**src/tte_pkg.sv**
```systemverilog
// Package for the tap tempo estimator: field widths, register codes, reset values,
// controller states and the command and status structs between controller and datapath.
// Has no dependencies.
package tte_pkg;

  localparam int unsigned TIME_W     = 32;
  localparam int unsigned GAP_W      = 16;
  localparam int unsigned BPM_W      = 10;
  localparam int unsigned CFG_W      = 32;
  localparam int unsigned ADDR_W     = 4;
  localparam int unsigned MS_PER_MIN = 60000;

  localparam logic [1:0] REG_RESET_GAP  = 2'd0;
  localparam logic [1:0] REG_TEMPO_LOW  = 2'd1;
  localparam logic [1:0] REG_TEMPO_HIGH = 2'd2;

  localparam logic [GAP_W-1:0] RESET_GAP_INIT  = 16'd2000;
  localparam logic [BPM_W-1:0] TEMPO_LOW_INIT  = 10'd20;
  localparam logic [BPM_W-1:0] TEMPO_HIGH_INIT = 10'd300;

  typedef enum logic [2:0] {
    ST_IDLE,
    ST_RD_NEW,
    ST_UPD,
    ST_RD_OLD,
    ST_PREP,
    ST_DIV,
    ST_DONE
  } tte_state_t;

  typedef struct packed {
    logic capture;
    logic rd_new;
    logic upd;
    logic rd_old;
    logic start;
    logic step;
    logic finish;
  } tte_cmd_t;

  typedef struct packed {
    logic skip;
    logic div_done;
    logic out_free;
  } tte_stat_t;

endpackage

```
**src/tte_ctrl.sv**
```systemverilog
// Controller state machine of the tap tempo estimator.
// Sequences one tap through the datapath. Depends on tte_pkg.
module tte_ctrl (
  input  logic               clk,
  input  logic               rst,
  input  logic               tap_valid,
  output logic               tap_stall,
  input  tte_pkg::tte_stat_t status,
  output tte_pkg::tte_cmd_t  cmd
);
  import tte_pkg::*;

  tte_state_t state;
  tte_state_t state_next;

  always_ff @(posedge clk) begin
    if (rst) begin
      state <= ST_IDLE;
    end else begin
      state <= state_next;
    end
  end

  always_comb begin
    state_next = state;
    cmd        = '0;
    tap_stall  = 1'b1;
    case (state)
      ST_IDLE: begin
        tap_stall   = 1'b0;
        cmd.capture = tap_valid;
        if (tap_valid) begin
          state_next = ST_RD_NEW;
        end
      end
      ST_RD_NEW: begin
        cmd.rd_new = 1'b1;
        state_next = ST_UPD;
      end
      ST_UPD: begin
        cmd.upd    = 1'b1;
        state_next = ST_RD_OLD;
      end
      ST_RD_OLD: begin
        cmd.rd_old = 1'b1;
        state_next = ST_PREP;
      end
      ST_PREP: begin
        cmd.start = 1'b1;
        if (status.skip) begin
          state_next = ST_DONE;
        end else begin
          state_next = ST_DIV;
        end
      end
      ST_DIV: begin
        cmd.step = 1'b1;
        if (status.div_done) begin
          state_next = ST_DONE;
        end
      end
      ST_DONE: begin
        cmd.finish = 1'b1;
        if (status.out_free) begin
          state_next = ST_IDLE;
        end
      end
      default: begin
        state_next = ST_IDLE;
      end
    endcase
  end

  a_accept_busy: assert property (@(posedge clk) disable iff (rst)
    tap_valid && !tap_stall |=> tap_stall)
    else $error("controller took a second tap while busy");

  a_div_entry: assert property (@(posedge clk) disable iff (rst)
    $rose(state == ST_DIV) |-> $past(state == ST_PREP))
    else $error("division started without operand setup");

endmodule

```
**src/tte_dp.sv**
```systemverilog
// Datapath of the tap tempo estimator: tap memory, window bookkeeping,
// restoring divider, clamp and the result register. Depends on tte_pkg.
module tte_dp #(
  parameter int unsigned WINDOW_TAPS = 8
) (
  input  logic                                   clk,
  input  logic                                   rst,
  input  tte_pkg::tte_cmd_t                      cmd,
  output tte_pkg::tte_stat_t                     status,
  input  logic [tte_pkg::TIME_W-1:0]             tap_time_ms,
  input  logic [tte_pkg::GAP_W-1:0]              reset_gap_ms,
  input  logic [tte_pkg::BPM_W-1:0]              tempo_low,
  input  logic [tte_pkg::BPM_W-1:0]              tempo_high,
  output logic                                   res_valid,
  input  logic                                   res_stall,
  output logic                                   tempo_valid,
  output logic [tte_pkg::BPM_W-1:0]              tempo_bpm,
  output logic [$clog2(WINDOW_TAPS+1)-1:0]       taps_held
);
  import tte_pkg::*;

  localparam int unsigned SW    = $clog2(WINDOW_TAPS);
  localparam int unsigned CW    = $clog2(WINDOW_TAPS + 1);
  localparam int unsigned OW    = CW + 1;
  localparam int unsigned NUM_W = 16 + CW;
  localparam int unsigned DVD_W = (NUM_W + 2 > TIME_W + 1) ? NUM_W + 2 : TIME_W + 1;
  localparam int unsigned IW    = $clog2(DVD_W);

  logic [TIME_W-1:0] store [WINDOW_TAPS];
  logic [TIME_W-1:0] now;
  logic [TIME_W-1:0] rdata;
  logic [SW-1:0]     newest;
  logic [CW-1:0]     count;
  logic [NUM_W-1:0]  num_q;
  logic [DVD_W-1:0]  dq;
  logic [DVD_W-1:0]  dvs;
  logic [DVD_W-1:0]  rem;
  logic [IW-1:0]     iter;

  logic [TIME_W-1:0] span;
  logic              clear;
  logic [CW-1:0]     eff;
  logic [SW-1:0]     slot_next;
  logic [CW-1:0]     count_inc;
  logic [CW-1:0]     cm1;
  logic [OW-1:0]     newest_x;
  logic [OW-1:0]     cm1_x;
  logic [OW-1:0]     oldest_x;
  logic [SW-1:0]     raddr;
  logic [DVD_W:0]    shifted;
  logic [DVD_W:0]    diff;
  logic              fits;
  logic              multi;
  logic              zero_span;
  logic [BPM_W-1:0]  t_high;
  logic [BPM_W-1:0]  t_clamp;

  assign span      = now - rdata;
  assign clear     = (count != '0) && (span > TIME_W'(reset_gap_ms));
  assign eff       = clear ? '0 : count;
  assign slot_next = (eff == '0 || newest == SW'(WINDOW_TAPS - 1)) ? '0 : newest + 1'b1;
  assign count_inc = (eff < CW'(WINDOW_TAPS)) ? eff + 1'b1 : eff;
  assign cm1       = count - 1'b1;
  assign newest_x  = OW'(newest);
  assign cm1_x     = OW'(cm1);
  assign oldest_x  = (newest_x >= cm1_x) ? newest_x - cm1_x
                                         : newest_x + OW'(WINDOW_TAPS) - cm1_x;
  assign raddr     = cmd.rd_new ? newest : oldest_x[SW-1:0];
  assign multi     = count >= CW'(2);
  assign zero_span = span == '0;

  assign shifted = {rem, dq[DVD_W-1]};
  assign diff    = shifted - {1'b0, dvs};
  assign fits    = shifted >= {1'b0, dvs};

  assign t_high  = (dq > DVD_W'(tempo_high)) ? tempo_high : dq[BPM_W-1:0];
  assign t_clamp = (t_high < tempo_low) ? tempo_low : t_high;

  assign status.skip     = !multi || zero_span;
  assign status.div_done = iter == IW'(DVD_W - 1);
  assign status.out_free = !res_valid || !res_stall;

  always_ff @(posedge clk) begin
    if (cmd.upd) begin
      store[slot_next] <= now;
    end
    if (cmd.rd_new || cmd.rd_old) begin
      rdata <= store[raddr];
    end
  end

  always_ff @(posedge clk) begin
    if (rst) begin
      count  <= '0;
      newest <= '0;
      iter   <= '0;
    end else begin
      if (cmd.upd) begin
        count  <= count_inc;
        newest <= slot_next;
      end
      if (cmd.start) begin
        iter <= '0;
      end else if (cmd.step) begin
        iter <= iter + 1'b1;
      end
    end
  end

  always_ff @(posedge clk) begin
    if (cmd.capture) begin
      now <= tap_time_ms;
    end
    if (cmd.rd_old) begin
      num_q <= NUM_W'(MS_PER_MIN) * NUM_W'(cm1);
    end
    if (cmd.start) begin
      rem <= '0;
      dvs <= DVD_W'({span, 1'b0});
      if (zero_span) begin
        dq <= DVD_W'(tempo_high);
      end else begin
        dq <= DVD_W'({num_q, 1'b0}) + DVD_W'(span);
      end
    end else if (cmd.step) begin
      rem <= fits ? diff[DVD_W-1:0] : shifted[DVD_W-1:0];
      dq  <= {dq[DVD_W-2:0], fits};
    end
  end

  always_ff @(posedge clk) begin
    if (rst) begin
      res_valid <= 1'b0;
    end else if (cmd.finish && status.out_free) begin
      res_valid <= 1'b1;
    end else if (!res_stall) begin
      res_valid <= 1'b0;
    end
  end

  always_ff @(posedge clk) begin
    if (cmd.finish && status.out_free) begin
      tempo_valid <= multi;
      tempo_bpm   <= multi ? t_clamp : '0;
      taps_held   <= count;
    end
  end

  a_count_live: assert property (@(posedge clk) disable iff (rst)
    cmd.upd |=> count != '0)
    else $error("tap window empty after a tap was stored");

  a_single_tap: assert property (@(posedge clk) disable iff (rst)
    res_valid && !tempo_valid |-> tempo_bpm == '0 && taps_held == CW'(1))
    else $error("result without a tempo must hold exactly one tap");

  a_load_source: assert property (@(posedge clk) disable iff (rst)
    $rose(res_valid) |-> $past(cmd.finish))
    else $error("result register loaded outside the finish step");

endmodule

```
**src/tap_tempo_estimator_top.sv**
```systemverilog
// Top level of the tap tempo estimator: configuration registers on the APB-style port,
// and the controller and datapath. Depends on tte_pkg, tte_ctrl and tte_dp.
//
// Usage: each transaction on the tap channel (tap_valid, tap_stall, tap_time_ms) carries
// one tap with its millisecond timestamp. For each tap exactly one transaction leaves on
// the result channel (res_valid, res_stall, tempo_valid, tempo_bpm, taps_held).
// The tap is held in an eight-entry window by default; a gap above reset_gap_ms restarts
// the window. With two or more taps the tempo is rounded and clamped to the limits.
// A tap that starts or restarts the window or whose window spans no time skips the
// restoring divider, which otherwise retires one quotient bit per cycle. One tap is
// processed at a time, so a tap is taken only once the last one is through.
// tap_stall is low only while the block is idle. The result sits in an output register;
// a stalled result holds, and the next tap is taken and worked on meanwhile, waiting
// at its end until the register is free.
// Reset clears the window, drops any pending result and sets the registers to
// reset_gap_ms 2000, tempo_low 20 and tempo_high 300.
module tap_tempo_estimator_top #(
  parameter int unsigned WINDOW_TAPS = 8
) (
  input  logic                             clk,
  input  logic                             rst,
  input  logic                             psel,
  input  logic                             penable,
  input  logic                             pwrite,
  input  logic [tte_pkg::ADDR_W-1:0]       paddr,
  input  logic [tte_pkg::CFG_W-1:0]        pwdata,
  output logic [tte_pkg::CFG_W-1:0]        prdata,
  output logic                             pready,
  input  logic                             tap_valid,
  output logic                             tap_stall,
  input  logic [tte_pkg::TIME_W-1:0]       tap_time_ms,
  output logic                             res_valid,
  input  logic                             res_stall,
  output logic                             tempo_valid,
  output logic [tte_pkg::BPM_W-1:0]        tempo_bpm,
  output logic [$clog2(WINDOW_TAPS+1)-1:0] taps_held
);
  import tte_pkg::*;

  logic [GAP_W-1:0] reset_gap_ms;
  logic [BPM_W-1:0] tempo_low;
  logic [BPM_W-1:0] tempo_high;
  logic             wr_en;
  logic [1:0]       reg_idx;
  tte_cmd_t         cmd;
  tte_stat_t        status;

  assign pready  = 1'b1;
  assign wr_en   = psel && penable && pwrite && pready;
  assign reg_idx = paddr[3:2];

  always_ff @(posedge clk) begin
    if (rst) begin
      reset_gap_ms <= RESET_GAP_INIT;
      tempo_low    <= TEMPO_LOW_INIT;
      tempo_high   <= TEMPO_HIGH_INIT;
    end else if (wr_en) begin
      case (reg_idx)
        REG_RESET_GAP:  reset_gap_ms <= pwdata[GAP_W-1:0];
        REG_TEMPO_LOW:  tempo_low    <= pwdata[BPM_W-1:0];
        REG_TEMPO_HIGH: tempo_high   <= pwdata[BPM_W-1:0];
        default: begin
        end
      endcase
    end
  end

  always_comb begin
    case (reg_idx)
      REG_RESET_GAP:  prdata = CFG_W'(reset_gap_ms);
      REG_TEMPO_LOW:  prdata = CFG_W'(tempo_low);
      REG_TEMPO_HIGH: prdata = CFG_W'(tempo_high);
      default:        prdata = '0;
    endcase
  end

  tte_ctrl u_ctrl (
    .clk       (clk),
    .rst       (rst),
    .tap_valid (tap_valid),
    .tap_stall (tap_stall),
    .status    (status),
    .cmd       (cmd)
  );

  tte_dp #(
    .WINDOW_TAPS (WINDOW_TAPS)
  ) u_dp (
    .clk          (clk),
    .rst          (rst),
    .cmd          (cmd),
    .status       (status),
    .tap_time_ms  (tap_time_ms),
    .reset_gap_ms (reset_gap_ms),
    .tempo_low    (tempo_low),
    .tempo_high   (tempo_high),
    .res_valid    (res_valid),
    .res_stall    (res_stall),
    .tempo_valid  (tempo_valid),
    .tempo_bpm    (tempo_bpm),
    .taps_held    (taps_held)
  );

endmodule

```
**config.mk**
```make
export PLATFORM = sky130hd
export DESIGN_NAME = tap_tempo_estimator_top
export DESIGN_NICKNAME = d
export VERILOG_FILES = /design/src/tte_pkg.sv /design/src/tte_ctrl.sv /design/src/tte_dp.sv /design/src/tap_tempo_estimator_top.sv
export SDC_FILE = /design/constraint.sdc
export NUM_CORES = 1
export LEC_CHECK = 0
export ABC_AREA = 1
export ABC_CLOCK_PERIOD_IN_PS = 6000
export BUFFER_PORTS_ARGS = -buffer_cell sky130_fd_sc_hd__buf_2
export CELL_PAD_IN_SITES_DETAIL_PLACEMENT = 0
export CELL_PAD_IN_SITES_GLOBAL_PLACEMENT = 1
export CORE_ASPECT_RATIO = 0.5
export CORE_UTILIZATION = 48
export DETAILED_ROUTE_END_ITERATION = 8
export MAX_ROUTING_LAYER = met4
export PLACE_DENSITY = 0.9
export SETUP_SLACK_MARGIN = 0.15
export SYNTH_ARGS = -nofsm -noshare
export SYNTH_HDL_FRONTEND = slang
export SYNTH_SLANG_ARGS = --single-unit
```
**constraint.sdc**
```tcl
create_clock -name clk -period 6 [get_ports clk]
set_input_delay 1.2 -clock clk [delete_from_list [all_inputs] [get_ports clk]]
set_output_delay 1.2 -clock clk [all_outputs]
set_load 0.01 [all_outputs]
```
==> flow_summary_export.csv <==
group,metric,value,unit
clock_tree,clk_path_buf_depth,3,
clock_tree,cts_tree,"built",
sta,whs,0.471,ns
sta,period_minus_slack,5.31,ns
clock_tree,numCtsBuffers,46,
synthesis,ys_top_cells_by_count,"nand2_1 (546), edfxtp_1 (415), nor2_1 (401)",
clock_tree,cts-resized-gates,0,
synthesis,netlist_instances,2908,
sta,clock_skew,0.0445,ns
worst_setup_path,worstReg2RegStart,"u_dp.now[0]",
drt,vias,19900,
cells_and_area,diodes,0,
sta,tightest_slew,1.14,ns
sta,rsz0062_at_grt,"false",
grt,grt_use_total,23.3,%
clock_tree,clock_latency,0.61,ns
die,ios,125,
cells_and_area,drive_above_1_share,9.49,%
synthesis,synth_seq_area_share,53.5,%
die,num_rows,60,
placed_design,place.gp.congestion,0.937,
synthesis,synth-seq-cells,501,
clock_tree,clkSinkCount,501,
cells_and_area,fillers,4777,
synthesis,async_flop_share,0,%
grt,antenna_found_initial,0,
synthesis,synth_area,0.0265,mm^2
power,power_density,538,mW/mm^2
worst_setup_path,cp_max_fo,32,
die,initial_core_util,49.0,%
placed_design,dp_slack,0.735,ns
drt,wl_per_cell,17.0,um
cells_and_area,area_delta_synth_final,10.9,%
worst_setup_path,critPathLaunch,"u_dp.now[0]",
worst_setup_path,cp-start-kind,"register",
clock_tree,clock-root-buffer,"clkbuf_16",
power,vdd_drop_max,0.316,mV
placed_design,dp_hpwl,44.3,mm
sta,hold_violations,0,
synthesis,yosysTopAreaCell,"edfxtp_1",
sta,fin_setup_tns,0,ns
worst_setup_path,path_class,"reg2reg",
synthesis,synth_most_common_cell,"nand2_1",
cells_and_area,num-nets-final,3213,
drt,drt-initial-drc-count,1682,
drt,drc,0,
synthesis,ys_types,53,
synthesis,synth-edff-count,415,
sta,setup_ws,0.686,ns
job,maxCapViolations,0,
grt,grt_pass1_vias,18500,
drt,wirelength,64.2,mm
drt,routed_via_density,5.29,
sta,fmax,188,MHz
clock_tree,post_cts_buffers,0,
worst_setup_path,cp-end-kind,"register",
drt,postRouteAntennaNets,0,
clock_tree,cts.clk_slew.worst_paths,0.07,ns
grt,grt_overflow,0,
die,dieArea,0.0562,mm^2
sta,setup_viol_count_final,0,
synthesis,ys_warn_count,0,
power,power,15800,uW
die,core_region_area,0.0541,mm^2
sta,drv_slew,0,
grt,grt_max_degree,88,
hold_path,hold_path.startpoint,"u_dp.rem[27]",
clock_tree,postCtsHoldBufs,0,
synthesis,synth_area_leaders,"edfxtp_1 (47%), nand2_1 (7.7%), ha_1 (6.7%)",
drt,first_pass_iters,6,
sta,post-route-period-util,88.6,%
placed_design,portBuffers,89,
die,die_h,168,um
worst_setup_path,crit_arrival,5.54,ns
status,outcome,"finished, final reports clean",
hold_path,hold_path_class,"reg2reg",
synthesis,synthFlopType,"edfxtp_1",
clock_tree,h-tree-depth,2,
die,die_w,334,um
sta,slew_headroom,23.9,%
synthesis,postSynthAreaPerCell,9.12,um^2
power,p_leak,0.0122,uW
synthesis,synth_top_area_share,47.0,%
worst_setup_path,cp.required,6.23,ns
grt,grt_pass1_wl,100,mm
worst paths after layout:
kind,end,slack [ns],cells past startpoint
worst max register to register,u_dp.store[3][4],0.69,27
worst min-delay path,u_dp.rem[27],0.47,2
worst min register to register,u_dp.rem[27],0.47,2
worst max-delay path,u_dp.store[3][4],0.69,27
worst max-delay path, stage by stage, from the launching register on:
cell and delay, ns:
edfxtp_1 0.46, inv_1 0.07, ha_1 0.25, fa_1 0.42, inv_1 0.09, nand3_1 0.08
nand2_2 0.13, nand2_1 0.07, nand2_1 0.10, nand2_1 0.07, nand2_2 0.10, xor2_1 0.34
inv_1 0.20, ha_1 0.31, nand2_1 0.05, inv_1 0.09, nand3_1 0.07, nor3_1 0.19
nand2_1 0.08, nand2_1 0.17, nand4_2 0.14, nand2_2 0.13, nand2_1 0.08, ha_1 0.25
nand2_4 0.12, nand4_1 0.22, nor2_4 0.16, buf_4 0.47
routing by layer:
layer / GRT usage, % / part of all wire [%]
met1: 32.6 / 48
met2: 36.7 / 45
met3: 2.91 / 5.3
met4: 4.69 / 1.8
met5: - / 0
layout make-up:
type	instances	area (um^2)	area share, %
multi-input cells	1959	10700	36.2
repair buffers	118	676	2.30
flip-flops and latches	501	14200	48.2
clock buffers	58	1300	4.42
inverters	363	1360	4.64
clock inverters	26	303	1.03
well taps	744	931	3.17
cells by family after synthesis:
kind of cell / Yosys count / share of synthesized area [%]
flip-flops: 501 / 53.5
adder cells (fa/ha/maj): 149 / 7.26
buffers and inverters: 463 / 6.95
AO/OA/AOI/OAI: 561 / 11.7
AND/OR/NAND/NOR: 1162 / 18.3
XOR/XNOR: 70 / 2.31
other: 2 / 0.0283
through the flow:
step                std cells  instance area, um^2  util (%)
floorplan                2923                26600         -
global placement         3685                27800      51.4
detailed placement       3685                27800      51.4
CTS                      3769                29400      54.3
global route             3769                29400      54.3
finish                   3769                29400      54.3
where the power goes:
| part | total, uW | switching [uW] | leakage, uW | internal, uW |
|---|---|---|---|---|
| Clock | 3110 | 1350 | 0.000782 | 1770 |
| Sequential | 4690 | 209 | 0.00446 | 4480 |
| Combinational | 8010 | 5430 | 0.00692 | 2590 |
| Total | 15800 | 6980 | 0.0122 | 8840 |
cells in the final DEF (no fill, tap or decap), types with 37 or more instances in the layout:
cell type / n
a21oi_1: 156
a31oi_1: 37
buf_2: 89
clkbuf_16: 49
dfxtp_1: 86
edfxtp_1: 415
ha_1: 141
inv_1: 348
nand2_1: 546
nand3_1: 89
nor2_1: 392
o21ai_0: 241
o22ai_1: 38
xor2_1: 46
sequential cells by signal, indices dropped and copies added, names as in the netlist, 15 cells and up:
| name | count |
|---|---|
| u_dp.rem | 33 |
| reset_gap_ms | 16 |
| u_dp.now | 32 |
| u_dp.dvs | 32 |
| u_dp.dq | 33 |
| u_dp.store | 256 |
| u_dp.num_q | 15 |
| u_dp.rdata | 32 |
Power figures use the tool's default switching activity.
